### src/hw/rtl/bec5_pkg.sv
// shared types, constants and helpers for the 5x5 cross erosion block
// no dependencies; imported by every other file of the block

package bec5_pkg;

   // frame limits and derived widths
   localparam int MAX_WIDTH  = 2048;
   localparam int MAX_HEIGHT = 2048;
   localparam int DIM_W      = 12;
   localparam int POS_W      = $clog2(MAX_WIDTH);
   localparam int PEND_W     = DIM_W + 1;

   // line store holds the flags of the four rows above the input row
   localparam int LS_DEPTH = MAX_WIDTH;
   localparam int LS_AW    = $clog2(LS_DEPTH);
   localparam int LS_DW    = 4;
   localparam int WIN_W    = LS_DW + 1;
   localparam logic [WIN_W-1:0] ALL_SET = '1;

   // pixel values
   localparam int PIX_W = 8;
   localparam logic [PIX_W-1:0] EMPTY = 8'd0;
   localparam logic [PIX_W-1:0] FULL  = 8'd255;

   // register file
   localparam int CSR_AW = 3;
   localparam int CSR_DW = 32;
   localparam logic REG_WIDTH  = 1'b0;
   localparam logic REG_HEIGHT = 1'b1;
   localparam logic [DIM_W-1:0] WIDTH_RST  = 12'd640;
   localparam logic [DIM_W-1:0] HEIGHT_RST = 12'd480;

   // result queue
   localparam int FIFO_DEPTH = 3;
   localparam int FIFO_AW    = 2;

   typedef enum logic {
      OP_PIXEL = 1'b0,
      OP_FLUSH = 1'b1
   } op_type;

   typedef struct packed {
      logic [DIM_W-1:0] width;
      logic [DIM_W-1:0] height;
      logic             restart;
   } cfg_type;

   typedef struct packed {
      logic             en;
      logic [LS_AW-1:0] addr;
      logic [LS_DW-1:0] data;
   } wr_type;

   typedef struct packed {
      logic [PIX_W-1:0] out_pixel;
      logic             frame_end;
   } res_type;

   // zero acts as one, large values saturate
   function automatic logic [DIM_W-1:0] clamp_dim(input logic [DIM_W-1:0] v,
                                                 input logic [DIM_W-1:0] limit);
      logic [DIM_W-1:0] r;
      r = v;
      if (v == '0) r = {{(DIM_W-1){1'b0}}, 1'b1};
      else if (v > limit) r = limit;
      return r;
   endfunction

endpackage

### src/hw/rtl/bec5_intf.sv


interface bec5_rsp_if;
   import bec5_pkg::*;
   logic             valid;
   logic             ready;
   logic [PIX_W-1:0] out_pixel;
   logic             frame_end;

   modport source (output valid, output out_pixel, output frame_end, input ready);
   modport sink (input valid, input out_pixel, input frame_end, output ready);
endinterface

### src/hw/rtl/bec5_out_fifo.sv
// three-entry result queue between the datapath and the output channel
// depends on bec5_pkg and bec5_intf

module bec5_out_fifo (
   input  logic              clock,
   input  logic              reset,
   input  logic              push,
   input  bec5_pkg::res_type din,
   input  logic              inflight,
   output logic              room,
   bec5_rsp_if.source        rsp
);
   import bec5_pkg::*;

   res_type               mem [FIFO_DEPTH];
   logic [FIFO_AW-1:0]    wr_ptr_ff, wr_ptr_in;
   logic [FIFO_AW-1:0]    rd_ptr_ff, rd_ptr_in;
   logic [FIFO_AW-1:0]    count_ff, count_in;
   logic                  pop;

   assign pop = rsp.valid && rsp.ready;

   // one slot per item that may still produce a result
   assign room = ({1'b0, count_ff} + {{FIFO_AW{1'b0}}, inflight}) < (FIFO_AW + 1)'(FIFO_DEPTH);

   assign rsp.valid     = count_ff != '0;
   assign rsp.out_pixel = mem[rd_ptr_ff].out_pixel;
   assign rsp.frame_end = mem[rd_ptr_ff].frame_end;

   // pointer and count updates
   always_comb begin
      wr_ptr_in = wr_ptr_ff;
      rd_ptr_in = rd_ptr_ff;
      count_in  = count_ff;
      if (push) begin
         wr_ptr_in = (wr_ptr_ff == FIFO_AW'(FIFO_DEPTH - 1)) ? '0 : wr_ptr_ff + FIFO_AW'(1);
      end
      if (pop) begin
         rd_ptr_in = (rd_ptr_ff == FIFO_AW'(FIFO_DEPTH - 1)) ? '0 : rd_ptr_ff + FIFO_AW'(1);
      end
      if (push && !pop) count_in = count_ff + FIFO_AW'(1);
      else if (pop && !push) count_in = count_ff - FIFO_AW'(1);
   end

   always_ff @(posedge clock) begin
      if (reset) begin
         wr_ptr_ff <= '0;
         rd_ptr_ff <= '0;
         count_ff  <= '0;
      end else begin
         wr_ptr_ff <= wr_ptr_in;
         rd_ptr_ff <= rd_ptr_in;
         count_ff  <= count_in;
      end
   end

   // storage
   always_ff @(posedge clock) begin
      if (push) begin
         mem[wr_ptr_ff] <= din;
      end
   end

   a_no_overflow: assert property (@(posedge clock) disable iff (reset)
      push |-> count_ff < FIFO_AW'(FIFO_DEPTH))
      else $error("result beat pushed into a full queue");

endmodule

### src/flat_wrapper.sv
// flat-port wrapper written by rule: the top's interface ports become plain ports
module bec5_out_fifo_flat import bec5_pkg::*;
  (clock, reset, push, din, inflight, room, rsp_valid, rsp_out_pixel, rsp_frame_end, rsp_ready);
  bec5_rsp_if rsp_i ();
  input  logic clock;
  input  logic reset;
  input  logic push;
  input  bec5_pkg::res_type din;
  input  logic inflight;
  output logic room;
  output wire logic [$bits(rsp_i.valid)-1:0] rsp_valid;
  output wire logic [$bits(rsp_i.out_pixel)-1:0] rsp_out_pixel;
  output wire logic [$bits(rsp_i.frame_end)-1:0] rsp_frame_end;
  input wire logic [$bits(rsp_i.ready)-1:0] rsp_ready;
  assign rsp_valid = rsp_i.valid;
  assign rsp_out_pixel = rsp_i.out_pixel;
  assign rsp_frame_end = rsp_i.frame_end;
  assign rsp_i.ready = rsp_ready;
  bec5_out_fifo u_core (.clock(clock), .reset(reset), .push(push), .din(din), .inflight(inflight), .room(room), .rsp(rsp_i));
endmodule
### config.mk
export PLATFORM = sky130hd
export DESIGN_NAME = bec5_out_fifo_flat
export DESIGN_NICKNAME = d
export VERILOG_FILES = /design/src/hw/rtl/bec5_pkg.sv /design/src/hw/rtl/bec5_intf.sv /design/src/hw/rtl/bec5_out_fifo.sv /design/src/flat_wrapper.sv
export SDC_FILE = /design/constraint.sdc
export NUM_CORES = 1
export LEC_CHECK = 0
export BUFFER_PORTS_ARGS = -buffer_cell sky130_fd_sc_hd__clkbuf_2
export CORE_ASPECT_RATIO = 1.1
export CORE_MARGIN = 4
export CORE_UTILIZATION = 37
export DETAILED_ROUTE_END_ITERATION = 16
export GPL_ROUTABILITY_DRIVEN = 0
export GPL_TIMING_DRIVEN = 0
export PLACE_DENSITY = 0.55
export SLEW_MARGIN = 40
export SYNTH_ARGS = -nofsm -noshare
export SYNTH_HDL_FRONTEND = slang
export SYNTH_SLANG_ARGS = --single-unit
### constraint.sdc
create_clock -name clock -period 4.81 [get_ports clock]
set_clock_uncertainty 0.2 [all_clocks]
set_input_delay 0.2405 -clock clock [delete_from_list [all_inputs] [get_ports clock]]
set_output_delay 0.2405 -clock clock [all_outputs]
set_load 0.005 [all_outputs]
Yosys cells after proc, flatten, opt, wreduce, memory -nomap -nowiden

Memory sizes are Yosys's and may differ from the RTL's. A register that Yosys moved wholly into a read port is not among the register bits.
Index checks and enable logic that the tools add are counted.

Register bits: 6
Bits in writable memories: 27
Input bits: 14
Output and inout port bits: 11
Word-level logic and storage cells: 27
Memories: 1

Memory list:

| memory     | words | bits a word | rd ports | clocked after memory_dff | write ports | line                | RTL |
|---|---|---|---|---|---|---|---|
| u_core.mem | 3     | 9           | 1        | 1                        | 1           | bec5_out_fifo.sv:15 | `res_type mem [FIFO_DEPTH];` |

$add $sub $neg: 5
Magnitude comparators: 1
Eq/ne operators: 2
Mux-type cells: 8
Reductions and logical operators: 7

Operator list:

| kind                                               | count |
|---|---|
| 2-to-1 mux 2 bit                                   | 6 |
| adder 2 x 1 -> 2 bit, second input constant        | 3 |
| == test 2 bit, second input constant               | 2 |
| nonzero test 2 bit                                 | 2 |
| adder 2 x 1 -> 3 bit                               | 1 |
| logical AND 1 bit                                  | 3 |
| < comparator 3 x 2 -> 1 bit, second input constant | 1 |
| logical NOT 1 bit                                  | 2 |
| 2-to-1 mux 1 bit                                   | 2 |
| subtractor 2 x 1 -> 2 bit, second input constant   | 1 |

Longest topological paths before layout

Word-level depth: 5
Gate-level depth with buffers: 5
Mapped depth without buffers: 5

Least setup slack after synthesis

No wires, ideal clock.

Path kind: reg-to-reg
Start point: reg u_core.wr_ptr_ff[1]
End point: mem u_core.mem[0][0] (netlist name), enable pin
Library setup time: 0.391 ns
Data arrival time: 1.133 ns
Required time: 4.219 ns
Path slack: 3.085 ns
Cell stages (with the launch flop): 2
Buffers on the path: 0
Period minus slack after synthesis: 1.725 ns
Cell sequence: dfxtp_1 > nor3b_1

RTL lines:

| item                     | line                | RTL |
|---|---|---|
| start: declaration       | bec5_out_fifo.sv:16 | `logic [FIFO_AW-1:0] wr_ptr_ff, wr_ptr_in;` |
| start signal: assignment | bec5_out_fifo.sv:51 | `wr_ptr_ff <= wr_ptr_in;` |
| end: declaration         | bec5_out_fifo.sv:15 |  |

Straight into the memory's write port.

==> results.sh <==
export IMPL_run_status="finished, final reports clean"
export IMPL_cts_made_buffers=5
export IMPL_root_buffer="clkbuf_4"
export IMPL_cp_required_ps=4370
export IMPL_final_min_clock_period_ps=2020
export IMPL_drtPass1Iterations=3
export IMPL_async_flop_share_pct=0
export IMPL_synth_largest_type_area_fraction_pct=60.8
export IMPL_grt_pass1_vias=909
export IMPL_antenna_cells=0
export IMPL_cts_sinks=35
export IMPL_die_y_um=71.0
export IMPL_setup_violations=0
export IMPL_relSlewSlack_pct=65.6
export IMPL_hpwl_mm=1.63
export IMPL_finalCoreUtilization_pct=49.6
export IMPL_max_stage_delay_ps=320
export IMPL_clk_latency_ps=320
export IMPL_timing_fmax_ghz=0.495
export IMPL_worstReg2RegStart="u_core.count_ff[0]$_SDFFE_PP0P_"
export IMPL_syn_inst=93
export IMPL_period_share_pct=42.0
export IMPL_yosysMostFrequentCell="edfxtp_1"
export IMPL_worst_hold_path_type="in2reg"
export IMPL_maxCapViolations=0
export IMPL_io_buffers=24
export IMPL_power_uw=701
export IMPL_track_usage_pct=11.7
export IMPL_num_rows=22
export IMPL_cp_max_fo=10
export IMPL_h_tree_depth=2
export IMPL_yosysTopAreaCell="edfxtp_1"
export IMPL_die_width_um=65.2
export IMPL_grt_pass1_wl_mm=4.03
export IMPL_min_from="rsp_ready"
export IMPL_tightest_slew_ps=515
export IMPL_ys_types=19
export IMPL_viasPerCell=4.51
export IMPL_cts_resized_gates=0
export IMPL_finalMaxSlewViolations=0
export IMPL_drive_gt1_share_pct=29.4
export IMPL_tns_ps=0
export IMPL_cp_arrival_ps=1580
export IMPL_rsz0062_at_grt="no"
export IMPL_io_pins=25
export IMPL_area_growth_pct=26.8
export IMPL_synth_area_leaders="edfxtp_1, dfxtp_1, mux2i_1"
export IMPL_route_detailed_drc=0
export IMPL_regArea_um2=971
export IMPL_ys_flop_type="edfxtp_1"
export IMPL_synth_common_cells="edfxtp_1, nand2_1, mux2i_1, o21ai_0, dfxtp_1"
export IMPL_critical_path_top_delay_family="buffers and inverters"
export IMPL_crit_type="reg2out"
export IMPL_hold_viol_final=0
export IMPL_gr_total_overflow=0
export IMPL_cts_tree="built"
export IMPL_critPathSlowestCell="dfxtp_1"
export IMPL_ant_nets=0
export IMPL_crit_chain="clkbuf_1 > buf_2 > nand2_1 > o21ai_0 > clkbuf_2"
export IMPL_routed_wl_mm=2.33
export IMPL_cp_start_kind="register"
export IMPL_drt_wirelength_per_cell_um=12.7
export IMPL_vias=829
export IMPL_start_util_pct=39.1
export IMPL_syn_nets=110
export IMPL_p_leak_nw=0.641
export IMPL_antenna_found_initial=0
export IMPL_finish_instance_area_mm2=0.00169
export IMPL_syn_area_mm2=0.00133
export IMPL_p_per_area_mw_per_mm2=415
export IMPL_drtIter0Drc=24
export IMPL_coreArea_mm2=0.00341
export IMPL_nFillCells=330
export IMPL_synth_avg_cell_area_um2=14.3
export IMPL_yosys_warnings=0
export IMPL_cts_setup_buffers=0
export IMPL_die_area_mm2=0.00463
export IMPL_synth_edf_count=27
export IMPL_critical_path_buf_inv_count=3
export IMPL_placed_area_mm2=0.00153
export IMPL_synth_seq_area_share_pct=72.8
export IMPL_max_vdd_ir_drop_uv=280
export IMPL_clkSlewWorstSetupHoldPaths_ps=100
export IMPL_cts_buffer_depth=2
export IMPL_multi_input_area_um2=355
export IMPL_worstSetupEndpointType="primary output"
export IMPL_nets=152
export IMPL_synth_seq_cells=35
export IMPL_grt_max_degree=12
==> power breakdown <==
group          switching [mW]  internal, mW  total, mW
sequential             0.0192         0.353      0.372
combinational          0.0838        0.0858      0.170
clock                  0.0889        0.0708      0.160
==> per-stage QoR <==
stage	instances	setup slack (ps)	hold WS, ps
5_1_grt	184	2550	89.9
3_5_place_dp	166	3110	248
3_3_place_gp	165	2540	243
4_1_cts	184	2720	41.6
2_1_floorplan	93	3090	110
6_report	184	2790	60.5
==> sequential cells by signal, indices dropped and copies added, names as in the netlist, named ones only <==
| register | count |
|---|---|
| u_core.mem | 27 |
| u_core.count_ff | 2 |
| u_core.rd_ptr_ff | 2 |
| u_core.wr_ptr_ff | 2 |
==> tightest hold or removal path, stage by stage <==
cell	delay [ps]
clkbuf_2	90
o21ai_2	80
nand2_1	70
a21oi_1	70
==> cell usage in the layout, fill, tap and decap left out <==
cell / count
a21oi_1: 4
buf_2: 2
buf_4: 1
clkbuf_1: 2
clkbuf_2: 24
clkbuf_4: 5
clkbuf_8: 1
clkinv_2: 1
dfxtp_1: 8
dlygate4sd3_1: 10
edfxtp_1: 27
ha_1: 3
inv_1: 1
mux2_2: 1
mux2i_1: 10
nand2_1: 12
nor2_1: 4
nor2_2: 2
nor2b_1: 1
nor3b_2: 1
o21ai_0: 9
o21ai_1: 1
o21ai_2: 1
or2_2: 1
or3_1: 2
xor2_1: 2
==> repair_timing <==
action	4_1_cts	5_1_grt
hold endpoints to repair	35	0
hold buffers	10	0
setup endpoints to repair	0	0
==> layout make-up <==
class | count | share of cell area (%)
buffer | 3 | 0.814
clock buffer | 7 | 3.25
clock inverter | 1 | 0.296
inverter | 1 | 0.222
multi-input combinational | 54 | 21.0
sequential | 35 | 57.4
tap | 48 | 3.55
timing repair buffer | 35 | 13.5
==> final timing paths <==
path	endpoint	slack, ps	cells after the start
max	rsp_out_pixel[1]	2790	5
min	u_core.rd_ptr_ff[0]$_SDFFE_PP0P_	60	4
min reg2reg	u_core.rd_ptr_ff[0]$_SDFFE_PP0P_	310	2
max reg2reg	u_core.count_ff[1]$_SDFFE_PP0P_	3140	4
==> per-layer routing <==
metal | global-route usage (%) | part of all wire (%) | vias to the layer above
met2 | 18.9 | 49 | 20
met5 | 0 | 0 | -
met4 | 6.91 | 2.0 | 0
met3 | 2.86 | 4.4 | 5
li1 | - | - | 428
met1 | 14.1 | 44 | 376
==> logic make-up (layout without fill, tap and decap cells) <==
logic type	Yosys count	count (layout)	synth area share [%]
muxes	11	11	8.35
DFF	35	35	72.8
and+or+nand+nor	23	23	7.50
AOI/OAI and AO/OA	15	15	5.91
adders and majority gates	3	3	2.81
xor gates and xnor gates	2	2	1.31
buffers and inverters	4	47	1.31
(Power assumes the default switching activity.)
