--- config.mk ---
export PLATFORM = sky130hd
export DESIGN_NAME = bec5_core
export DESIGN_NICKNAME = d
export VERILOG_FILES = /design/src/hw/rtl/bec5_pkg.sv /design/src/hw/rtl/bec5_core.sv
export SDC_FILE = /design/constraint.sdc
export NUM_CORES = 1
export LEC_CHECK = 0
export ABC_AREA = 0
export BUFFER_PORTS_ARGS = -buffer_cell sky130_fd_sc_hd__buf_2
export CAP_MARGIN = 40
export CORE_MARGIN = 2
export CORE_UTILIZATION = 55
export CTS_BUF_LIST = sky130_fd_sc_hd__clkbuf_8
export CTS_CLUSTER_SIZE = 25
export DETAILED_ROUTE_END_ITERATION = 10
export PLACE_DENSITY = 0.77
export SYNTH_ARGS = -nofsm -noshare
export SYNTH_HDL_FRONTEND = slang
export SYNTH_SLANG_ARGS = --single-unit
--- constraint.sdc ---
create_clock -name clock -period 2.94 [get_ports clock]
set_input_delay 0.147 -clock clock [delete_from_list [all_inputs] [get_ports clock]]
set_output_delay 0.147 -clock clock [all_outputs]
set_load 0.01 [all_outputs]
--- src/hw/rtl/bec5_pkg.sv ---
// shared types, constants and helpers for the 5x5 cross erosion block
// no dependencies; imported by every other file of the block

package bec5_pkg;

   // frame limits and derived widths
   localparam int MAX_WIDTH  = 2048;
   localparam int MAX_HEIGHT = 2048;
   localparam int DIM_W      = 12;
   localparam int POS_W      = $clog2(MAX_WIDTH);
   localparam int PEND_W     = DIM_W + 1;

   // line store holds the flags of the four rows above the input row
   localparam int LS_DEPTH = MAX_WIDTH;
   localparam int LS_AW    = $clog2(LS_DEPTH);
   localparam int LS_DW    = 4;
   localparam int WIN_W    = LS_DW + 1;
   localparam logic [WIN_W-1:0] ALL_SET = '1;

   // pixel values
   localparam int PIX_W = 8;
   localparam logic [PIX_W-1:0] EMPTY = 8'd0;
   localparam logic [PIX_W-1:0] FULL  = 8'd255;

   // register file
   localparam int CSR_AW = 3;
   localparam int CSR_DW = 32;
   localparam logic REG_WIDTH  = 1'b0;
   localparam logic REG_HEIGHT = 1'b1;
   localparam logic [DIM_W-1:0] WIDTH_RST  = 12'd640;
   localparam logic [DIM_W-1:0] HEIGHT_RST = 12'd480;

   // result queue
   localparam int FIFO_DEPTH = 3;
   localparam int FIFO_AW    = 2;

   typedef enum logic {
      OP_PIXEL = 1'b0,
      OP_FLUSH = 1'b1
   } op_type;

   typedef struct packed {
      logic [DIM_W-1:0] width;
      logic [DIM_W-1:0] height;
      logic             restart;
   } cfg_type;

   typedef struct packed {
      logic             en;
      logic [LS_AW-1:0] addr;
      logic [LS_DW-1:0] data;
   } wr_type;

   typedef struct packed {
      logic [PIX_W-1:0] out_pixel;
      logic             frame_end;
   } res_type;

   // zero acts as one, large values saturate
   function automatic logic [DIM_W-1:0] clamp_dim(input logic [DIM_W-1:0] v,
                                                 input logic [DIM_W-1:0] limit);
      logic [DIM_W-1:0] r;
      r = v;
      if (v == '0) r = {{(DIM_W-1){1'b0}}, 1'b1};
      else if (v > limit) r = limit;
      return r;
   endfunction

endpackage

--- src/hw/rtl/bec5_core.sv ---
// erosion datapath: column build, window registers, output position and pending count
// depends on bec5_pkg; pairs with bec5_line_ram for the read-modify-write of a column

module bec5_core (
   input  logic                       clock,
   input  logic                       reset,
   input  bec5_pkg::cfg_type          cfg,
   input  logic                       acc,
   input  logic                       op,
   input  logic [bec5_pkg::PIX_W-1:0] pixel,
   input  logic [bec5_pkg::LS_DW-1:0] rd_data,
   output logic [bec5_pkg::LS_AW-1:0] rd_addr,
   output bec5_pkg::wr_type           wr,
   output logic                       res_valid,
   output bec5_pkg::res_type          res,
   output logic                       busy
);
   import bec5_pkg::*;

   // stage 1 item
   logic              s1_v_ff;
   logic              s1_op_ff;
   logic              s1_flag_ff;
   logic [LS_AW-1:0]  s1_addr_ff;
   logic              s1_fwd_ff;
   logic [LS_DW-1:0]  hold_ff;

   // frame state
   logic [POS_W-1:0]  in_col_ff, in_col_in;
   logic [WIN_W-1:0]  center_ff, center_in;
   logic [WIN_W-1:0]  cd0_ff, cd0_in;
   logic [WIN_W-1:0]  cd1_ff, cd1_in;
   logic [POS_W-1:0]  out_row_ff, out_row_in;
   logic [POS_W-1:0]  out_col_ff, out_col_in;
   logic [PEND_W-1:0] pending_ff, pending_in;

   logic [PEND_W-1:0] thr;
   logic [LS_DW-1:0]  prev4;
   logic [WIN_W-1:0]  col_bits;
   logic [WIN_W-1:0]  center_new;
   logic              on_border;
   logic              is_last;
   logic              emit;
   logic [PIX_W-1:0]  value;

   assign thr     = {cfg.width, 1'b0} + PEND_W'(2);
   assign rd_addr = in_col_ff;
   assign busy    = s1_v_ff;

   // next input column, advanced at accept time so the read address is ready
   always_comb begin
      in_col_in = in_col_ff;
      if (acc && op == OP_PIXEL) begin
         if (({1'b0, in_col_ff} + DIM_W'(1)) >= cfg.width) in_col_in = '0;
         else in_col_in = in_col_ff + POS_W'(1);
      end
   end

   // column of five flags, forwarded when the previous item wrote the same entry
   assign prev4      = s1_fwd_ff ? hold_ff : rd_data;
   assign col_bits   = {prev4, s1_flag_ff};
   assign center_new = {center_ff[WIN_W-2:0], col_bits[2]};

   assign wr.en   = s1_v_ff && s1_op_ff == OP_PIXEL;
   assign wr.addr = s1_addr_ff;
   assign wr.data = col_bits[LS_DW-1:0];

   // border and last-pixel tests on the output position
   assign on_border = (out_row_ff < POS_W'(2)) ||
                      (({1'b0, out_row_ff} + DIM_W'(2)) >= cfg.height) ||
                      (out_col_ff < POS_W'(2)) ||
                      (({1'b0, out_col_ff} + DIM_W'(2)) >= cfg.width);
   assign is_last = (({1'b0, out_row_ff} + DIM_W'(1)) == cfg.height) &&
                    (({1'b0, out_col_ff} + DIM_W'(1)) == cfg.width);

   // result decision and state update of stage 1
   always_comb begin
      emit       = 1'b0;
      value      = FULL;
      center_in  = center_ff;
      cd0_in     = cd0_ff;
      cd1_in     = cd1_ff;
      pending_in = pending_ff;
      out_row_in = out_row_ff;
      out_col_in = out_col_ff;
      if (s1_v_ff) begin
         if (s1_op_ff == OP_PIXEL) begin
            center_in = center_new;
            cd0_in    = col_bits;
            cd1_in    = cd0_ff;
            if (pending_ff >= thr) begin
               emit  = 1'b1;
               value = (on_border || (cd1_ff == ALL_SET && center_new == ALL_SET)) ?
                       FULL : EMPTY;
            end else begin
               pending_in = pending_ff + PEND_W'(1);
            end
         end else if (pending_ff != '0 && on_border) begin
            emit       = 1'b1;
            pending_in = pending_ff - PEND_W'(1);
         end
         // advance the output position
         if (emit) begin
            if (({1'b0, out_col_ff} + DIM_W'(1)) >= cfg.width) begin
               out_col_in = '0;
               if (({1'b0, out_row_ff} + DIM_W'(1)) >= cfg.height) out_row_in = '0;
               else out_row_in = out_row_ff + POS_W'(1);
            end else begin
               out_col_in = out_col_ff + POS_W'(1);
            end
         end
      end
   end

   assign res_valid     = emit;
   assign res.out_pixel = value;
   assign res.frame_end = is_last;

   // control and frame state
   always_ff @(posedge clock) begin
      if (reset || cfg.restart) begin
         s1_v_ff    <= 1'b0;
         in_col_ff  <= '0;
         center_ff  <= '0;
         cd0_ff     <= '0;
         cd1_ff     <= '0;
         out_row_ff <= '0;
         out_col_ff <= '0;
         pending_ff <= '0;
      end else begin
         s1_v_ff    <= acc;
         in_col_ff  <= in_col_in;
         center_ff  <= center_in;
         cd0_ff     <= cd0_in;
         cd1_ff     <= cd1_in;
         out_row_ff <= out_row_in;
         out_col_ff <= out_col_in;
         pending_ff <= pending_in;
      end
   end

   // stage 1 payload and forwarding data
   always_ff @(posedge clock) begin
      if (acc) begin
         s1_op_ff   <= op;
         s1_flag_ff <= |pixel;
         s1_addr_ff <= in_col_ff;
         s1_fwd_ff  <= wr.en && (wr.addr == in_col_ff);
      end
      if (wr.en) begin
         hold_ff <= wr.data;
      end
   end

   a_pending_bound: assert property (@(posedge clock) disable iff (reset)
      pending_ff <= thr)
      else $error("pending count above the output delay");

   a_flush_full: assert property (@(posedge clock) disable iff (reset)
      res_valid && s1_op_ff == OP_FLUSH |-> res.out_pixel == FULL)
      else $error("flush beat gave a non-full pixel");

   a_frame_wrap: assert property (@(posedge clock) disable iff (reset)
      res_valid && res.frame_end |=> out_row_ff == '0 && out_col_ff == '0)
      else $error("output position did not wrap after frame end");

endmodule

# Word-level counts from Yosys, hierarchy flattened
# Cells that the tools add are included.
# Widths: inputs -> output; s select.
# totals
register_bits,79
inputBits,41
output_inout_bits,38
word_cells,74
# op_classes
addsub,11
n_lt_le_gt_ge,8
eq_ne,7
n_mux,16
bitwise,2
n_reduce_logical,17
# op_table
op,n
$ge 12x12->1,5
$mux 13,3
$add 11x1->12 const B,3
$add 11x1->11 const B,3
$mux 11,3
$mux 8,4
$add 11x2->12 const B,2
$eq 12x12->1,2
$lt 11x2->1 const B,2
$add 13x1->13 const B,1
$add 13x2->13 const B,1
$ge 13x13->1,1
$reduce_bool 13->1,1
$sub 13x1->13 const B,1
$eq 11x11->1,1
$eq 5x5->1 const B,2
$reduce_or 8->1,1
$logic_and 1x1->1,6
$reduce_and 3->1,2
$logic_or 1x1->1,5
$mux 1,5
$mux 4,1
$reduce_and 2->1,2
$ne 2x1->1 const B,1
other kinds (2),3

# Longest topological paths before layout
# Gate-level depths: netlist (run 1).
# depth
depth_word,10
ltp_mapped,14
ltp_nobuf,13

# Worst setup path after synthesis (run 1)
# Ideal clock, no wire load.
# synth_timing
path_type,register -> register
from,register out_col_ff[0]
to,register out_col_ff[4]
setup_time_ns,0.117
arrival_ns,2.972
required_ns,2.823
slack_ns,-0.149
path_stages_with_launch,14
path_buffers,1
synth_period_minus_slack_ns,3.089
cell_sequence,dfxtp_1 -> ha_1 -> nand3_1 -> or2_2 -> xnor2_1 -> ha_1 -> nand3_1 -> or3_1 -> o21bai_1 -> and3_1 -> clkbuf_1 -> nand2_1 -> o21ai_0 -> a32o_1
# synth_via
elab_chain_len,8
elab_cells_between_ends,14
cone_classes,3 x add/sub; 3 x order compare; 4 x mux; 4 x reduce/logical
# synth_rtl
element,line,rtl
start: declaration,bec5_core.sv:34,"logic [POS_W-1:0] out_col_ff, out_col_in;"
start signal: assignment,bec5_core.sv:137,out_col_ff <= out_col_in;
$add 11x2->12 or $lt 11x2->1 (tied branches),"bec5_core.sv:72, bec5_core.sv:71",
$ge 12x12->1 or $logic_or 1x1->1 (tied branches),"bec5_core.sv:72, bec5_core.sv:70",
$logic_or 1x1->1,bec5_core.sv:71,(out_col_ff < POS_W'(2)) ||
$logic_and 1x1->1,bec5_core.sv:98,end else if (pending_ff != '0 && on_border) begin
$mux 1,bec5_core.sv:98,
$mux 1,bec5_core.sv:87,if (s1_op_ff == OP_PIXEL) begin
$mux 1,bec5_core.sv:86,if (s1_v_ff) begin
$reduce_and 2->1 (no source line),n/a,
# Several ways; a longest one is shown, not always the timed one. The select of a mux whose other input is x is not followed.
# A chain may end at the register's enable or synchronous reset.

==> flow_summary.toml, run 1 <==
[power_and_ir_drop]
power.leakage_nw = 3.84
powerDensity_mw_per_mm2 = 280
vdd_drop_max_mv = 0.341

[placement]
io_buffer_count = 78
detailed_place_hpwl_um = 14100
placement.cell_area_mm2 = 0.00741
place.gp.congestion = 0.949
placed_cells = 1021
preCtsSetupSlack_ps = -191

[yosys]
synth_seq_cells = 77
synth.avg_cell_area_um2 = 8.40
ys_async_sr_fraction = 0
postSynthCellCount = 763
netlist.top_cell.by_area = "sky130_fd_sc_hd__dfxtp_1"
synth_edf_count = 18
synth.top_cell.area_share = 0.184
synthFlopType = "sky130_fd_sc_hd__dfxtp_1"
synth.yosys.seq_area_share = 0.269
synth.area.top_cells = "sky130_fd_sc_hd__dfxtp_1 (18%), sky130_fd_sc_hd__ha_1 (18%), sky130_fd_sc_hd__edfxtp_1 (8.4%), sky130_fd_sc_hd__xnor2_1 (6.7%), sky130_fd_sc_hd__a21oi_1 (3.9%)"
synth.distinct_cells = 64
synth.yosys.warnings = 0
synth.net_count = 896
synthesis.area_mm2 = 0.00641

[grt]
vias_in_the_first_global_route = 6516
number_of_antenna_violations_at_the_first_check_in_global_routing = 0
track_usage = 0.301
grt_pass1_wl_um = 30700
grt_max_degree = 44
grt_overflow_total = 0

[final_layout]
fin_area_mm2 = 0.00853
non_filler_instance_count_after_layout = 1062
synthToLayoutAreaGrowth_pct = 33.1
nNetsFinal = 1047
final_core_util = 0.750
drive_gt1_frac = 0.344
antenna_cells_inserted = 0

[job]
drv.max_cap_violation_count = 0

[routing]
wire_length_per_cell_um = 19.5
drt_iter0_markers = 721
postRouteAntennaNets = 0
detail_route.vias_per_cell = 6.32
via_count = 6712
postRouteWirelength_um = 20700
post_route_drc_violation_count = 0
first_pass_iteration_count_of_the_detailed_router = 6

[timing]
final_setup_skew_ps = 14.1
setup_viol_count_final = 45
timing.final.ws_setup_ps = -291
slew_violations = 0
worst_slew_pin_slew_ps = 743
finalHoldViolCount = 0
post-route-period-util = 1.10
rsz0062_at_grt = "true"
worst_slew_margin_rel = 0.503
fmaxAchievable_mhz = 309
min_clock_period_post_route_ps = 3230

[clock_tree]
cts_inserted_buffers = 9
tritoncts_num_sinks = 77
cts_tree = "yes"
cts_max_path_buffers = 2
ctsRootBufferMaster = "sky130_fd_sc_hd__clkbuf_8"
htree_num_levels = 3
cts.clk_slew.worst_paths_ps = 80
insertion_delay_ps = 380

[critical_path]
worst-r2r-setup-slack_ps = -220
timing.critical_path.to_type = "output port"
worstSetupPathType = "register to output port"
regToRegStartpoint = "out_col_ff[1]$_SDFFE_PP0P_"
r2r_end = "out_col_ff[9]$_SDFFE_PP0P_"
worstSetupStartpointType = "register"
critical_path_arrival_ps = 3080
rr_worst_depth = 16
worst-endpoint-required_ps = 2790
path_max_fanout = 8

[worst_hold_path]
hold_class = "input pin to register"
hold_depth = 3
hold_start = "pixel[5]"
hold_end = "s1_flag_ff$_DFFE_PP_"

[die]
floorplan.initialDensity = 0.563
core_area_mm2 = 0.0114
pin_count = 79
die-width_um = 112
die_area_mm2 = 0.0125
die_height_um = 112
placement_rows = 39

[outcome]
failed_checks = "negative setup slack"
status = "complete, but fails checks"
[cells by family after synthesis]
kind of cell,count (synthesis),share of synthesized area
flip-flops,77,0.269
AND/OR/NAND/NOR,267,0.209
XOR/XNOR,69,0.0943
buffers and inverters,84,0.0580
adder cells (fa/ha/maj),92,0.181
AO/OA/AOI/OAI,162,0.170
multiplexers,12,0.0191
[layout make-up]
| cell class | instances | area [um2] |
|---|---|---|
| fillers | 728 | 2840 |
| well taps | 143 | 179 |
| multi-input cells | 602 | 4890 |
| repair buffers | 183 | 1350 |
| clock inverters | 7 | 91.3 |
| flip-flops and latches | 77 | 1750 |
| inverters | 41 | 154 |
| clock buffers | 9 | 124 |
[worst max-delay path, cell delays in order, from the launching register on]
cell	delay (ps)
sky130_fd_sc_hd__dfxtp_1	360
sky130_fd_sc_hd__nand4_1	150
sky130_fd_sc_hd__buf_4	180
sky130_fd_sc_hd__nor3_4	170
sky130_fd_sc_hd__xor2_1	190
sky130_fd_sc_hd__ha_1	280
sky130_fd_sc_hd__o21ai_0	280
sky130_fd_sc_hd__o22ai_1	210
sky130_fd_sc_hd__nor2_4	160
sky130_fd_sc_hd__nand3_2	120
sky130_fd_sc_hd__or3_4	430
sky130_fd_sc_hd__buf_2	170
[how the worst max path moves through the flow]
stage / from / to / slack, ps
floorplan: out_col_ff[1]$_SDFFE_PP0P_ / out_col_ff[4]$_SDFFE_PP0P_ / 30
global placement: cfg[13] / out_col_ff[3]$_SDFFE_PP0P_ / -80
detailed placement: cfg[13] / out_col_ff[0]$_SDFFE_PP0P_ / -190
CTS: out_row_ff[1]$_SDFFE_PP0P_ / res[4] / -160
global route: out_col_ff[7]$_SDFFE_PP0P_ / res[4] / -380
finish: out_col_ff[7]$_SDFFE_PP0P_ / res[4] / -290
[repair_timing]
item                       CTS  global route
cloned                       0             1
pin swaps                   27            48
hold endpoints to repair     1             0
setup endpoints to repair   42            56
hold buffers                 1             0
gates resized for setup     54           112
setup buffers               12            11
[routing by layer]
layer  vias to the layer above  global-route usage  routed length, um
met3                        92              0.0642               1730
li1                       3065                   -                  -
met4                         0               0.107                721
met5                         -                   0                  0
met1                      3183               0.375               8100
met2                       372               0.514              10100
[synth_stat cells, drive strengths merged (2+ instances only)]
| library cell | number |
|---|---|
| ha | 91 |
| nand2 | 66 |
| dfxtp | 59 |
| a21oi | 51 |
| xnor2 | 49 |
| nor2 | 46 |
| nand3 | 43 |
| inv | 40 |
| nor3 | 27 |
| o21ai | 26 |
| clkbuf | 25 |
| xor2 | 20 |
| buf | 18 |
| edfxtp | 18 |
| nand4 | 18 |
| nor4 | 13 |
| and3 | 12 |
| nand2b | 11 |
| mux2i | 10 |
| a211oi | 9 |
| o211ai | 9 |
| o21a | 9 |
| a21o | 8 |
| nor2b | 8 |
| a22oi | 7 |
| or2 | 7 |
| a211o | 5 |
| and2 | 5 |
| nand4b | 5 |
| o22ai | 5 |
| a31oi | 4 |
| o2111ai | 4 |
| o221ai | 4 |
| a311oi | 3 |
| a32o | 3 |
| or3 | 3 |
| a31o | 2 |
| mux2 | 2 |
| o21bai | 2 |
| o31ai | 2 |
[per-stage QoR]
stage / TNS [ps] / total power [mW] / hold slack (ps)
floorplan: 0 / 1.33 / 246
global placement: -1290 / 1.44 / 373
detailed placement: -4240 / 1.46 / 376
CTS: -1440 / 2.35 / 16.2
global route: -12930 / 2.47 / 23.6
finish: -8470 / 2.39 / 19.6
[registers in the layout (all words and copies together), names as in the netlist]
signal	cells
pending_ff	13
out_col_ff	11
out_row_ff	11
rd_addr	11
s1_addr_ff	11
cd0_ff	4
cd1_ff	4
center_ff	4
hold_ff	4
busy	1
s1_flag_ff	1
s1_fwd_ff	1
s1_op_ff	1
[power by group]
group | leakage [nW] | switching, mW | total [mW] | internal [mW]
Sequential | 0.667 | 0.0145 | 1.11 | 1.09
Combinational | 3.06 | 0.218 | 0.374 | 0.156
Clock | 0.104 | 0.435 | 0.908 | 0.473
[placed cells by master (no fill, tap or decap), types with 7 or more instances in the layout]
cell and count:
sky130_fd_sc_hd__nand2_1 63, sky130_fd_sc_hd__and3_1 7, sky130_fd_sc_hd__xor2_1 20, sky130_fd_sc_hd__o211ai_1 9, sky130_fd_sc_hd__a22oi_1 7, sky130_fd_sc_hd__xnor2_1 43, sky130_fd_sc_hd__a21oi_1 41, sky130_fd_sc_hd__nand3_2 12
sky130_fd_sc_hd__o21ai_0 12, sky130_fd_sc_hd__edfxtp_1 18, sky130_fd_sc_hd__nor3_1 22, sky130_fd_sc_hd__dfxtp_1 43, sky130_fd_sc_hd__clkbuf_8 9, sky130_fd_sc_hd__buf_6 24, sky130_fd_sc_hd__nor2_1 36, sky130_fd_sc_hd__nand2b_1 10
sky130_fd_sc_hd__a21oi_2 8, sky130_fd_sc_hd__inv_1 41, sky130_fd_sc_hd__nand4_1 18, sky130_fd_sc_hd__a21o_1 7, sky130_fd_sc_hd__o21a_1 9, sky130_fd_sc_hd__o21ai_2 7, sky130_fd_sc_hd__buf_4 82, sky130_fd_sc_hd__nor4_1 9
sky130_fd_sc_hd__ha_1 86, sky130_fd_sc_hd__nand3_1 28, sky130_fd_sc_hd__mux2i_1 10, sky130_fd_sc_hd__buf_2 71, sky130_fd_sc_hd__nor2b_1 8, sky130_fd_sc_hd__dfxtp_2 14
Note: power is estimated with default switching activity, not from simulation.
==> run 2: changes to the inputs <==
CAP_MARGIN = 10   (was 40)
CORE_UTILIZATION = 60   (was 55)
PLACE_DENSITY = 0.81   (was 0.77)
clock period = 4 ns   (was 2.94 ns; I/O delays follow)
==> run 2 against run 1 <==
Compared with the run above:
- the run now ends clean
- register-to-register slack improved by 490 ps
- non-clock buffer count fell by 100
- cell count fell by 10%
- via count fell by 13%
- clock skew barely moved
- critical path type unchanged
- core utilization fell by 7.4 points
- combinational power fell by 40%
- sequential share of layout area rose by 4.2 points
- cell area fell by 18%
==> flow_summary.toml, run 2 (same netlist as run 1, synthesis figures left out) <==
[outcome]
status = "complete, no violations"

[power_and_ir_drop]
comb_power_share = 0.138
power.leakage_nw = 3.11
powerDensity_mw_per_mm2 = 232
p_sw_frac = 0.299
cell_internal_pwr_mw = 1.13
power.share.sequential = 0.505
vdd_drop_max_mv = 0.160
total_switching_power_mw = 0.485
clock_power_share = 0.357

[final_layout]
flip_flop_count_of_the_largest_register_after_layout = 13
nFillCells = 852
synthToLayoutAreaGrowth_pct = 9.00
final_common_cell = "sky130_fd_sc_hd__ha_1"
most_used_cells_in_the_layout_excluding_fill_and_tap_cells = "sky130_fd_sc_hd__ha_1 (91), sky130_fd_sc_hd__buf_2 (78), sky130_fd_sc_hd__nand2_1 (66), sky130_fd_sc_hd__dfxtp_1 (59), sky130_fd_sc_hd__a21oi_1 (50)"
multiInputGateArea_mm2 = 0.00432
seq_area_mm2 = 0.00172
nNetsFinal = 947
antenna_cells_inserted = 0
drive_gt1_frac = 0.148
top_register = "pending_ff"
final_core_util = 0.676

[critical_path]
worst-r2r-setup-slack_ps = 270
critical_path_arrival_ps = 3550
worstSetupStartpointType = "register"
r2r_end = "out_row_ff[2]$_SDFFE_PP0P_"
path_max_fanout = 8
worst-endpoint-required_ps = 3800
rr_worst_depth = 12
timing.critical_path.to_type = "output port"
worstSetupStartpoint = "out_col_ff[2]$_SDFFE_PP0P_"
cp-endpoint = "res[8]"
regToRegStartpoint = "out_col_ff[0]$_SDFFE_PP0P_"
worstSetupPathType = "register to output port"

[placement]
detailed_place_hpwl_um = 12700
place.gp.congestion = 0.963
io_buffer_count = 78

[routing]
first_pass_iteration_count_of_the_detailed_router = 5
postRouteAntennaNets = 0
wire_length_per_cell_um = 17.1
post_route_drc_violation_count = 0
postRouteWirelength_um = 16400
detail_route.vias_per_cell = 6.13
via_count = 5851
drt_iter0_markers = 462

[clock_tree]
cts_max_path_buffers = 2
insertion_delay_ps = 370
htree_num_levels = 3
cts_post_setup_buffers_inserted = 0
tritoncts_num_sinks = 77
ctsRootBufferMaster = "sky130_fd_sc_hd__clkbuf_8"
cts_inserted_buffers = 9
cts.clk_slew.worst_paths_ps = 90
cts-hold-fix-buffers = 0
cts_tree = "yes"

[timing]
rsz0062_at_grt = "false"
worst_slew_margin_rel = 0.325
finalSetupTns_ps = 0
min_clock_period_post_route_ps = 3750
holdWs_ps = 49.6
post-route-period-util = 0.937
final_setup_skew_ps = 13.9
finalHoldViolCount = 0
worst_slew_pin_slew_ps = 1010
fmaxAchievable_mhz = 267
setup_viol_count_final = 0
slew_violations = 0

[grt]
vias_in_the_first_global_route = 5680
grt_overflow_total = 0
grt_max_degree = 45
number_of_antenna_violations_at_the_first_check_in_global_routing = 0
track_usage = 0.293
grt_pass1_wl_um = 27100

[worst_hold_path]
hold_start = "op"
hold_class = "input pin to register"

[die]
core_area_mm2 = 0.0103
die-width_um = 107
pin_count = 79
floorplan.initialDensity = 0.621
die_area_mm2 = 0.0115
die_height_um = 107
placement_rows = 37

[job]
drv.max_cap_violation_count = 0
-- run 2: cell count changes in the layout (fill, tap and decap cells not counted), moves of 8 or more --
cell | previous run | this run
sky130_fd_sc_hd__dfxtp_1 | 43 | 59
sky130_fd_sc_hd__dfxtp_2 | 14 | 0
sky130_fd_sc_hd__o21ai_0 | 12 | 22
sky130_fd_sc_hd__buf_6 | 24 | 0
sky130_fd_sc_hd__nor2_1 | 36 | 44
sky130_fd_sc_hd__nand3_2 | 12 | 1
sky130_fd_sc_hd__a21oi_1 | 41 | 50
sky130_fd_sc_hd__nand3_1 | 28 | 42
sky130_fd_sc_hd__buf_4 | 82 | 5
-- run 2: critical path: stages, from the launching register on --
cell and delay [ps]:
sky130_fd_sc_hd__dfxtp_1 440, sky130_fd_sc_hd__ha_1 300, sky130_fd_sc_hd__nand2_1 100, sky130_fd_sc_hd__nor2_2 250, sky130_fd_sc_hd__nand3_1 130, sky130_fd_sc_hd__xnor2_1 150
sky130_fd_sc_hd__ha_1 300, sky130_fd_sc_hd__a211oi_1 280, sky130_fd_sc_hd__o22ai_1 140, sky130_fd_sc_hd__nor2_2 250, sky130_fd_sc_hd__nand3_1 200, sky130_fd_sc_hd__or3_4 490
sky130_fd_sc_hd__buf_2 160
-- run 2: worst min-delay path by stage --
stage | depth (start not counted) | slack [ps] | endpoint
global route | 1 | 40 | s1_op_ff$_DFFE_PP_
finish | 1 | 50 | s1_op_ff$_DFFE_PP_
detailed placement | 1 | 420 | s1_op_ff$_DFFE_PP_
global placement | 1 | 410 | s1_op_ff$_DFFE_PP_
floorplan | 0 | 300 | s1_op_ff$_DFFE_PP_
CTS | 1 | 40 | s1_op_ff$_DFFE_PP_
-- run 2: stage by stage --
step	cell area (um2)	setup WS [ps]	instances	power, mW
3_3_place_gp	6790	502	939	1.04
4_1_cts	6970	117	955	1.63
2_1_floorplan	6410	885	763	0.979
5_1_grt	6980	11.3	955	1.69
3_5_place_dp	6790	368	939	1.06
6_report	6980	253	955	1.62
-- run 2: final cells by class --
cell class / count / area share
Timing Repair Buffer: 83 / 0.0613
Clock inverter: 7 / 0.00896
Multi-Input combinational cell: 602 / 0.619
Sequential cell: 77 / 0.247
Inverter: 41 / 0.0220
Clock buffer: 9 / 0.0177
Tap cell: 136 / 0.0244
-- run 2: per-layer routing --
layer  wire, um  share of wire  global-route usage
met2       7710           0.47               0.484
met1       7510           0.46               0.402
met3        906          0.055              0.0436
met5          0              0                   0
met4        246          0.015              0.0760
-- run 2: timing repair --
| item | in CTS | in global routing |
|---|---|---|
| setup endpoints to repair | 0 | 9 |
| gates resized for setup | 0 | 3 |
| hold endpoints to repair | 0 | 0 |
-- run 2: power groups by stage --
stage | clock network [mW] | registers (mW) | logic (mW)
after floorplan | 0 | 0.834 | 0.144
after global placement | 0 | 0.835 | 0.208
after detailed placement | 0 | 0.836 | 0.220
after CTS | 0.590 | 0.817 | 0.221
after global routing | 0.620 | 0.819 | 0.248
final | 0.578 | 0.818 | 0.223
==> run 3: changes to the inputs <==
CORE_ASPECT_RATIO = 1.5   (was not set)
==> run 3 against run 2 <==
Compared with the run above:
- non-clock buffer count is 1 lower
- register-to-register slack gained 20 ps
- wire length grew 0.99%
- cell area rose by 0.21%
- flip-flop and latch count stayed put
- critical path type unchanged
- clock skew is 0.66 ps higher
- sequential power barely moved
==> flow_summary.toml, run 3 (same netlist as run 1, synthesis figures left out) <==
[routing]
detail_route.vias_per_cell = 6.17
route.met2.wl_um = 8540
via_count = 5932
met3_length_um = 934
postRouteWirelength_um = 16500
drt_iter0_markers = 327
postRouteAntennaNets = 0
wire_length_per_cell_um = 17.2
wl_on_met1_um = 6410
first_pass_iteration_count_of_the_detailed_router = 6
post_route_drc_violation_count = 0
route.top_layer_used = "met4"

[grt]
vias_in_the_first_global_route = 5644
grt_pass1_wl_um = 26000
grt_max_degree = 45
grt_overflow_total = 0
number_of_antenna_violations_at_the_first_check_in_global_routing = 0
track_usage = 0.284

[clock_tree]
cts_inserted_buffers = 9
htree_num_levels = 3
tritoncts_num_sinks = 77
ctsResizeCount = 0
cts.clk_slew.worst_paths_ps = 90
cts_max_path_buffers = 2
cts_tree = "yes"
insertion_delay_ps = 370
ctsRootBufferMaster = "sky130_fd_sc_hd__clkbuf_8"
cts-hold-fix-buffers = 0
cts_post_setup_buffers_inserted = 0

[final_layout]
seq_area_mm2 = 0.00172
final_common_cell = "sky130_fd_sc_hd__ha_1"
drive_gt1_frac = 0.145
top_register = "pending_ff"
flip_flop_count_of_the_largest_register_after_layout = 13
synthToLayoutAreaGrowth_pct = 9.24
multiInputGateArea_mm2 = 0.00432
antenna_cells_inserted = 0
nFillCells = 858
most_used_cells_in_the_layout_excluding_fill_and_tap_cells = "sky130_fd_sc_hd__ha_1 (91), sky130_fd_sc_hd__buf_2 (78), sky130_fd_sc_hd__nand2_1 (66), sky130_fd_sc_hd__dfxtp_1 (59), sky130_fd_sc_hd__a21oi_1 (50)"
nNetsFinal = 946

[worst_hold_path]
hold_class = "input pin to register"
hold_start = "op"
hold_depth = 1
hold_end = "s1_op_ff$_DFFE_PP_"

[timing]
final_setup_skew_ps = 14.5
worst_slew_margin_rel = 0.325
fmaxAchievable_mhz = 267
post-route-period-util = 0.935
setup_viol_count_final = 0
rsz0062_at_grt = "false"
slew_violations = 0
finalSetupTns_ps = 0
worst_slew_pin_slew_ps = 1010
holdWs_ps = 55.0
finalHoldViolCount = 0
min_clock_period_post_route_ps = 3740

[power_and_ir_drop]
vdd_drop_max_mv = 0.170
cell_internal_pwr_mw = 1.18
clock_power_share = 0.369
p_sw_frac = 0.280
comb_power_share = 0.134
power.leakage_nw = 3.11
total_switching_power_mw = 0.460
power.share.sequential = 0.497
powerDensity_mw_per_mm2 = 235

[critical_path]
timing.critical_path.to_type = "output port"
crit_path_max_incr_delay_ps = 530
worstSetupStartpointType = "register"
r2r_end = "out_row_ff[2]$_SDFFE_PP0P_"
slowest_cell_on_crit_path = "sky130_fd_sc_hd__or3_1"
critPathBufInv = 1
critical_path_cell_list = "ha_1, nand2_1, nor2_2, nand3_1, xnor2_1, ha_1, a211oi_1, o22ai_1, nor2_2, nand3_1, or3_1, buf_2"
critical_path_arrival_ps = 3540
worst_path_dominant_cell_family = "simple AND/OR/NAND/NOR gates"
regToRegStartpoint = "out_col_ff[0]$_SDFFE_PP0P_"
rr_worst_depth = 11
worst-r2r-setup-slack_ps = 290
worstSetupPathType = "register to output port"
path_max_fanout = 8
worst-endpoint-required_ps = 3800

[outcome]
status = "complete, no violations"

[die]
die-width_um = 88.4
floorplan.initialDensity = 0.612
die_height_um = 131
core_area_mm2 = 0.0105
placement_rows = 46
die_area_mm2 = 0.0115
pin_count = 79

[placement]
io_buffer_count = 78
place.gp.congestion = 0.921
detailed_place_hpwl_um = 12900

[job]
drv.max_cap_violation_count = 0
[run 3: worst reg2reg max path, delay by kind of cell (launching register included)]
kind | cells | cell delay, ps
flops | 1 | 470
fa+ha+maj | 2 | 580
xor+xnor | 1 | 150
simple gates | 5 | 1500
compound gates | 3 | 880
[run 3: power groups by stage]
stage	Sequential [mW]	Clock, mW	Combinational, mW
after global routing	0.819	0.644	0.245
after detailed placement	0.836	0	0.217
after CTS	0.818	0.608	0.219
after global placement	0.835	0	0.207
after floorplan	0.834	0	0.144
final	0.818	0.606	0.220
[run 3: routing by layer]
metal,vias to the layer above,GRT usage
met5,-,0
met4,0,0.147
met3,53,0.0459
li1,2865,-
met1,2775,0.316
met2,239,0.512
[run 3: cell type report]
| class | instances | area share |
|---|---|---|
| tap | 144 | 0.0257 |
| sequential | 77 | 0.246 |
| multi-input combinational | 602 | 0.618 |
| inverter | 41 | 0.0220 |
| clock buffer | 9 | 0.0177 |
| clock inverter | 7 | 0.0105 |
| timing repair buffer | 82 | 0.0601 |
[run 3: worst max-delay path by stage]
stage	start	to	slack [ps]	cells past startpoint
final	out_col_ff[2]$_SDFFE_PP0P_	res[3]	260	12
after global routing	out_col_ff[2]$_SDFFE_PP0P_	res[4]	20	12
after CTS	out_col_ff[2]$_SDFFE_PP0P_	res[4]	90	12
after detailed placement	out_col_ff[2]$_SDFFE_PP0P_	out_col_ff[4]$_SDFFE_PP0P_	320	12
after global placement	out_col_ff[0]$_SDFFE_PP0P_	out_row_ff[2]$_SDFFE_PP0P_	550	12
after floorplan	out_col_ff[2]$_SDFFE_PP0P_	res[2]	890	12
[run 3: through the flow]
step | setup WS, ps | instance area, um2 | power [mW] | utilization | instances
after floorplan | 885 | 6410 | 0.979 | - | 763
after global placement | 553 | 6790 | 1.04 | 0.648 | 946
after detailed placement | 323 | 6790 | 1.05 | 0.648 | 946
after CTS | 91.3 | 6990 | 1.64 | 0.667 | 962
after global routing | 15.1 | 7000 | 1.71 | 0.668 | 962
final | 259 | 7000 | 1.64 | 0.668 | 962
